### config.mk
export PLATFORM = sky130hd
export DESIGN_NAME = thb_cmd_queue
export DESIGN_NICKNAME = d
export VERILOG_FILES = /design/src/sv/thb_pkg.sv /design/src/sv/thb_cmd_queue.sv
export SDC_FILE = /design/constraint.sdc
export NUM_CORES = 1
export LEC_CHECK = 0
export ABC_AREA = 1
export BUFFER_PORTS_ARGS = -buffer_cell sky130_fd_sc_hd__buf_2
export CAP_MARGIN = 20
export CORE_ASPECT_RATIO = 2
export CORE_MARGIN = 2
export CORE_UTILIZATION = 55
export DETAILED_ROUTE_END_ITERATION = 16
export PLACE_DENSITY = 0.81
export SLEW_MARGIN = 5
export SYNTH_ARGS = -nofsm -noshare
export SYNTH_HDL_FRONTEND = slang
export SYNTH_SLANG_ARGS = --single-unit
### constraint.sdc
create_clock -name clock -period 28.6 [get_ports clock]
set_clock_uncertainty 0.2 [all_clocks]
set_input_delay 2.86 -clock clock [delete_from_list [all_inputs] [get_ports clock]]
set_output_delay 2.86 -clock clock [all_outputs]
set_load 0.02 [all_outputs]
### src/sv/thb_pkg.sv
`timescale 1ns / 1ps
// ----------------------------------------------------------------------------
// thb_pkg: shared types and constants of the timestamp history buffer
// Record layout, command and result words, and the back-end sequencer states.
// ----------------------------------------------------------------------------
package thb_pkg;

   localparam int DEPTH       = 128;
   localparam int IDX_W       = $clog2(DEPTH);
   localparam int CNT_W       = $clog2(DEPTH + 1);
   localparam int STAMP_W     = 64;
   localparam int WORD_W      = 32;
   localparam int FUNC_W      = 2;
   localparam int HELD_W      = 8;
   localparam int QUEUE_DEPTH = 2;
   localparam int QPTR_W      = $clog2(QUEUE_DEPTH);
   localparam int QCNT_W      = $clog2(QUEUE_DEPTH + 1);
   localparam int REC_W       = STAMP_W + 4 * WORD_W;
   localparam int REQ_TDATA_W = ((REC_W + 7) / 8) * 8;
   localparam int RSP_TDATA_W = ((REC_W + HELD_W + 7) / 8) * 8;

   localparam logic [FUNC_W-1:0] FUNC_PUSH    = 2'd0;
   localparam logic [FUNC_W-1:0] FUNC_NEAREST = 2'd1;
   localparam logic [FUNC_W-1:0] FUNC_LATEST  = 2'd2;

   typedef enum logic [1:0] {
      OP_PUSH,
      OP_NEAREST,
      OP_LATEST,
      OP_IGNORE
   } op_type;

   typedef struct packed {
      logic [STAMP_W-1:0] stamp;
      logic [WORD_W-1:0]  seq;
      logic [WORD_W-1:0]  pos_x;
      logic [WORD_W-1:0]  pos_y;
      logic [WORD_W-1:0]  pos_z;
   } rec_type;

   typedef struct packed {
      op_type  op;
      rec_type rec;
   } cmd_type;

   typedef struct packed {
      logic              found;
      rec_type           rec;
      logic [HELD_W-1:0] held_count;
   } rsp_type;

   typedef enum logic [1:0] {
      ST_IDLE,
      ST_SCAN,
      ST_LATEST
   } state_type;

endpackage

### src/sv/thb_cmd_queue.sv
`timescale 1ns / 1ps
// ----------------------------------------------------------------------------
// thb_cmd_queue: command queue
// Short FIFO between the intake and the back end so each side stalls alone.
// ----------------------------------------------------------------------------
module thb_cmd_queue import thb_pkg::*; (
   input  logic    clock,
   input  logic    reset,
   input  logic    in_valid,
   output logic    in_ready,
   input  cmd_type in_cmd,
   output logic    out_valid,
   input  logic    out_ready,
   output cmd_type out_cmd
);

   cmd_type            q_ff [QUEUE_DEPTH];
   logic [QPTR_W-1:0]  wr_ptr_ff, wr_ptr_in;
   logic [QPTR_W-1:0]  rd_ptr_ff, rd_ptr_in;
   logic [QCNT_W-1:0]  cnt_ff, cnt_in;
   logic               push, pop;

   assign in_ready  = (cnt_ff != QCNT_W'(QUEUE_DEPTH));
   assign out_valid = (cnt_ff != '0);
   assign out_cmd   = q_ff[rd_ptr_ff];
   assign push      = in_valid && in_ready;
   assign pop       = out_valid && out_ready;

   always_comb begin
      wr_ptr_in = wr_ptr_ff;
      rd_ptr_in = rd_ptr_ff;
      cnt_in    = cnt_ff;
      if (push) begin
         wr_ptr_in = (wr_ptr_ff == QPTR_W'(QUEUE_DEPTH - 1)) ? '0 : wr_ptr_ff + 1'b1;
      end
      if (pop) begin
         rd_ptr_in = (rd_ptr_ff == QPTR_W'(QUEUE_DEPTH - 1)) ? '0 : rd_ptr_ff + 1'b1;
      end
      if (push && !pop) begin
         cnt_in = cnt_ff + 1'b1;
      end else if (pop && !push) begin
         cnt_in = cnt_ff - 1'b1;
      end
   end

   always_ff @(posedge clock) begin
      if (reset) begin
         wr_ptr_ff <= '0;
         rd_ptr_ff <= '0;
         cnt_ff    <= '0;
      end else begin
         wr_ptr_ff <= wr_ptr_in;
         rd_ptr_ff <= rd_ptr_in;
         cnt_ff    <= cnt_in;
      end
   end

   always_ff @(posedge clock) begin
      if (push) begin
         q_ff[wr_ptr_ff] <= in_cmd;
      end
   end

endmodule

==> out/metrics.yaml <==
fp-row-count: 85
final_cell_area_um2: 18240
fmax_ghz: 0.1525
cts_tree: "done"
grt_max_degree: 69
slew_violations: 0
fin_crit_sh_pct: 22.93
first_global_vias: 7988
p_per_area_nw_per_um2: 90.00
dieArea_um2: 28520
synth_area_per_cell_um2: 23.26
netlist_instances: 641
worst_ep_required_time_ns: 25.54
cts_root_buf: "clkbuf_16"
tns_ns: 0
numCtsBuffers: 31
synth_area_um2: 14910
hp-class: "reg2reg"
drtPass1Iterations: 4
busiest_layer: "met2"
hpwlAfterDp_um: 21600
area_growth_pct: 22.34
end_kind: "output pin"
fill_cells: 1779
met1_usage_pct: 20.89
vias: 7453
yosysWarningCount: 0
path_clk_slew_ns: 0.07
synth_cell_types: 15
clock_sinks: 393
multiInputGateArea_um2: 2909
wl_per_cell_um: 21.38
die_h_um: 236.8
crit_fanout: 61
worstSetupStartpointType: "flip-flop"
grt_use_met2_pct: 37.65
grt_pass1_wl_um: 44170
drive_gt1_share_pct: 59.55
rsz0062_at_grt: "no"
vdd_drop_max_mv: 0.06664
critPathKind: "reg2out"
syn-num-nets: 840
post-route-min-period_ns: 6.557
clk_path_buf_depth: 3
nets: 1253
wl_um: 30740
ios: 394
seq_area_um2: 11760
status: "finished, final reports clean"
ys_ff_latch: 393
overflow: 0
hold_viol: 0
gp_congestion: 0.8443
antenna_found_initial: 17
cts_setup_buffers: 0
holdBufCountCts: 0
ant_nets: 0
dpl_cell_area_um2: 17160
htreeDepth: 1
slew_headroom_pct: 26.91
met3_usage_pct: 4.865
ctsResizeCount: 0
tightest_slew_ns: 1.096
clkLatencyLatePin_ns: 0.56
cellLeakagePower_uw: 0.007131
grt_usage_pct: 20.73
io_buffers: 393
worstPathArrival_ns: 3.50
drc: 0
coreArea_um2: 26800
maxCapViolCount: 0
chipWidth_um: 120.4
start_util_pct: 55.63
drtIter0Drc: 370
avgViaCountPerCell: 5.183
synth_seq_area_share_pct: 78.83
setup_viol: 0
==> final timing paths <==
check	startpoint	end	slack (ns)	cells after the start
hold reg to reg	rd_ptr_ff	rd_ptr_ff	0.33	2
setup / recovery	flip-flop	out_cmd[142]	22.04	4
hold / removal	rd_ptr_ff	rd_ptr_ff	0.33	2
setup reg to reg	cnt_ff[0]	q_ff[0][130]	25.25	6
==> cell type report <==
type / instances / area share (%)
antenna: 12 / 0.1646
clock buffer: 38 / 4.397
clock inverter: 19 / 1.331
inverter: 8 / 0.1646
multi-input combinational: 218 / 15.95
sequential: 393 / 64.45
tap: 348 / 2.387
timing repair buffer: 402 / 11.15
==> per-stage QoR <==
stage | util (%) | hold slack [ns] | instances | worst slack, ns | power (uW)
after CTS | 67.94 | 0.3382 | 1426 | 21.98 | 1656
after global routing | 68.05 | 0.3708 | 1438 | 21.84 | 1699
final | 68.05 | 0.3270 | 1438 | 22.04 | 1641
after global placement | 64.04 | 0.2775 | 1369 | 22.64 | 1206
after detailed placement | 64.04 | 0.3173 | 1369 | 22.58 | 1218
after floorplan | - | 0.2645 | 641 | 16.65 | 1112
==> layer usage <==
layer | vias up | part of all wire [%]
met5 | - | 0.20
li1 | 3370 | -
met4 | 8 | 5.3
met1 | 3687 | 33
met2 | 300 | 55
met3 | 88 | 6.2
==> cell usage in the layout, fill, tap and decap left out, types with 2 or more instances in the layout <==
cell type  Yosys  routed
buf_2          3     393
edfxtp_1     388     388
mux2_4       160     160
mux2_2        34      34
clkbuf_16      0      31
diode_2        0      12
nand2_1        9       9
buf_4          0       9
inv_1          8       8
clkbuf_1       0       7
clkinv_1       0       7
bufinv_16      0       6
nor2_1         7       5
clkinv_2       0       4
dfxtp_1        5       4
nor2_4         0       2
o21ai_0        2       2
a21oi_1        2       2
nand3_1        2       2
==> state kept, by name, summed over array words and instances, names as in the netlist, named ones only <==
name	count
q_ff	388
wr_ptr_ff	1
rd_ptr_ff	1
cnt_ff	2
==> synth_stat cells, drive strengths merged <==
library cell | count | area [um^2]
a21oi | 2 | 10.01
buf | 22 | 232.7
dfxtp | 5 | 100.1
edfxtp | 388 | 11650
ha | 1 | 12.51
inv | 8 | 30.03
mux2 | 194 | 2785
nand2 | 9 | 33.78
nand3 | 2 | 10.01
nand4 | 1 | 6.260
nor2 | 7 | 26.28
o21ai | 2 | 10.01
==> cells by family (layout without fill, tap and decap cells) <==
kind of cell    count (synthesis)  in the layout  share of synthesized area (%)
compound gates                  4              4                         0.1343
fa+ha+maj                       1              1                        0.08391
buf+inv                        30            467                          1.762
flops                         393            393                          78.83
mux                           194            194                          18.68
other cells                     0             12                              0
simple gates                   19             19                         0.5120
==> power by group <==
group | switching [uW] | internal, uW
combinational | 260 | 189
sequential | 25.8 | 729
clock | 185 | 253
total | 471 | 1170
==> worst max-delay path, stage by stage (launching register included) <==
cell and delay [ns]:
dfxtp_4 0.63, buf_4 0.88, buf_4 0.83, mux2_4 0.36, buf_2 0.16
No activity file was read; power rests on OpenSTA's default activity.
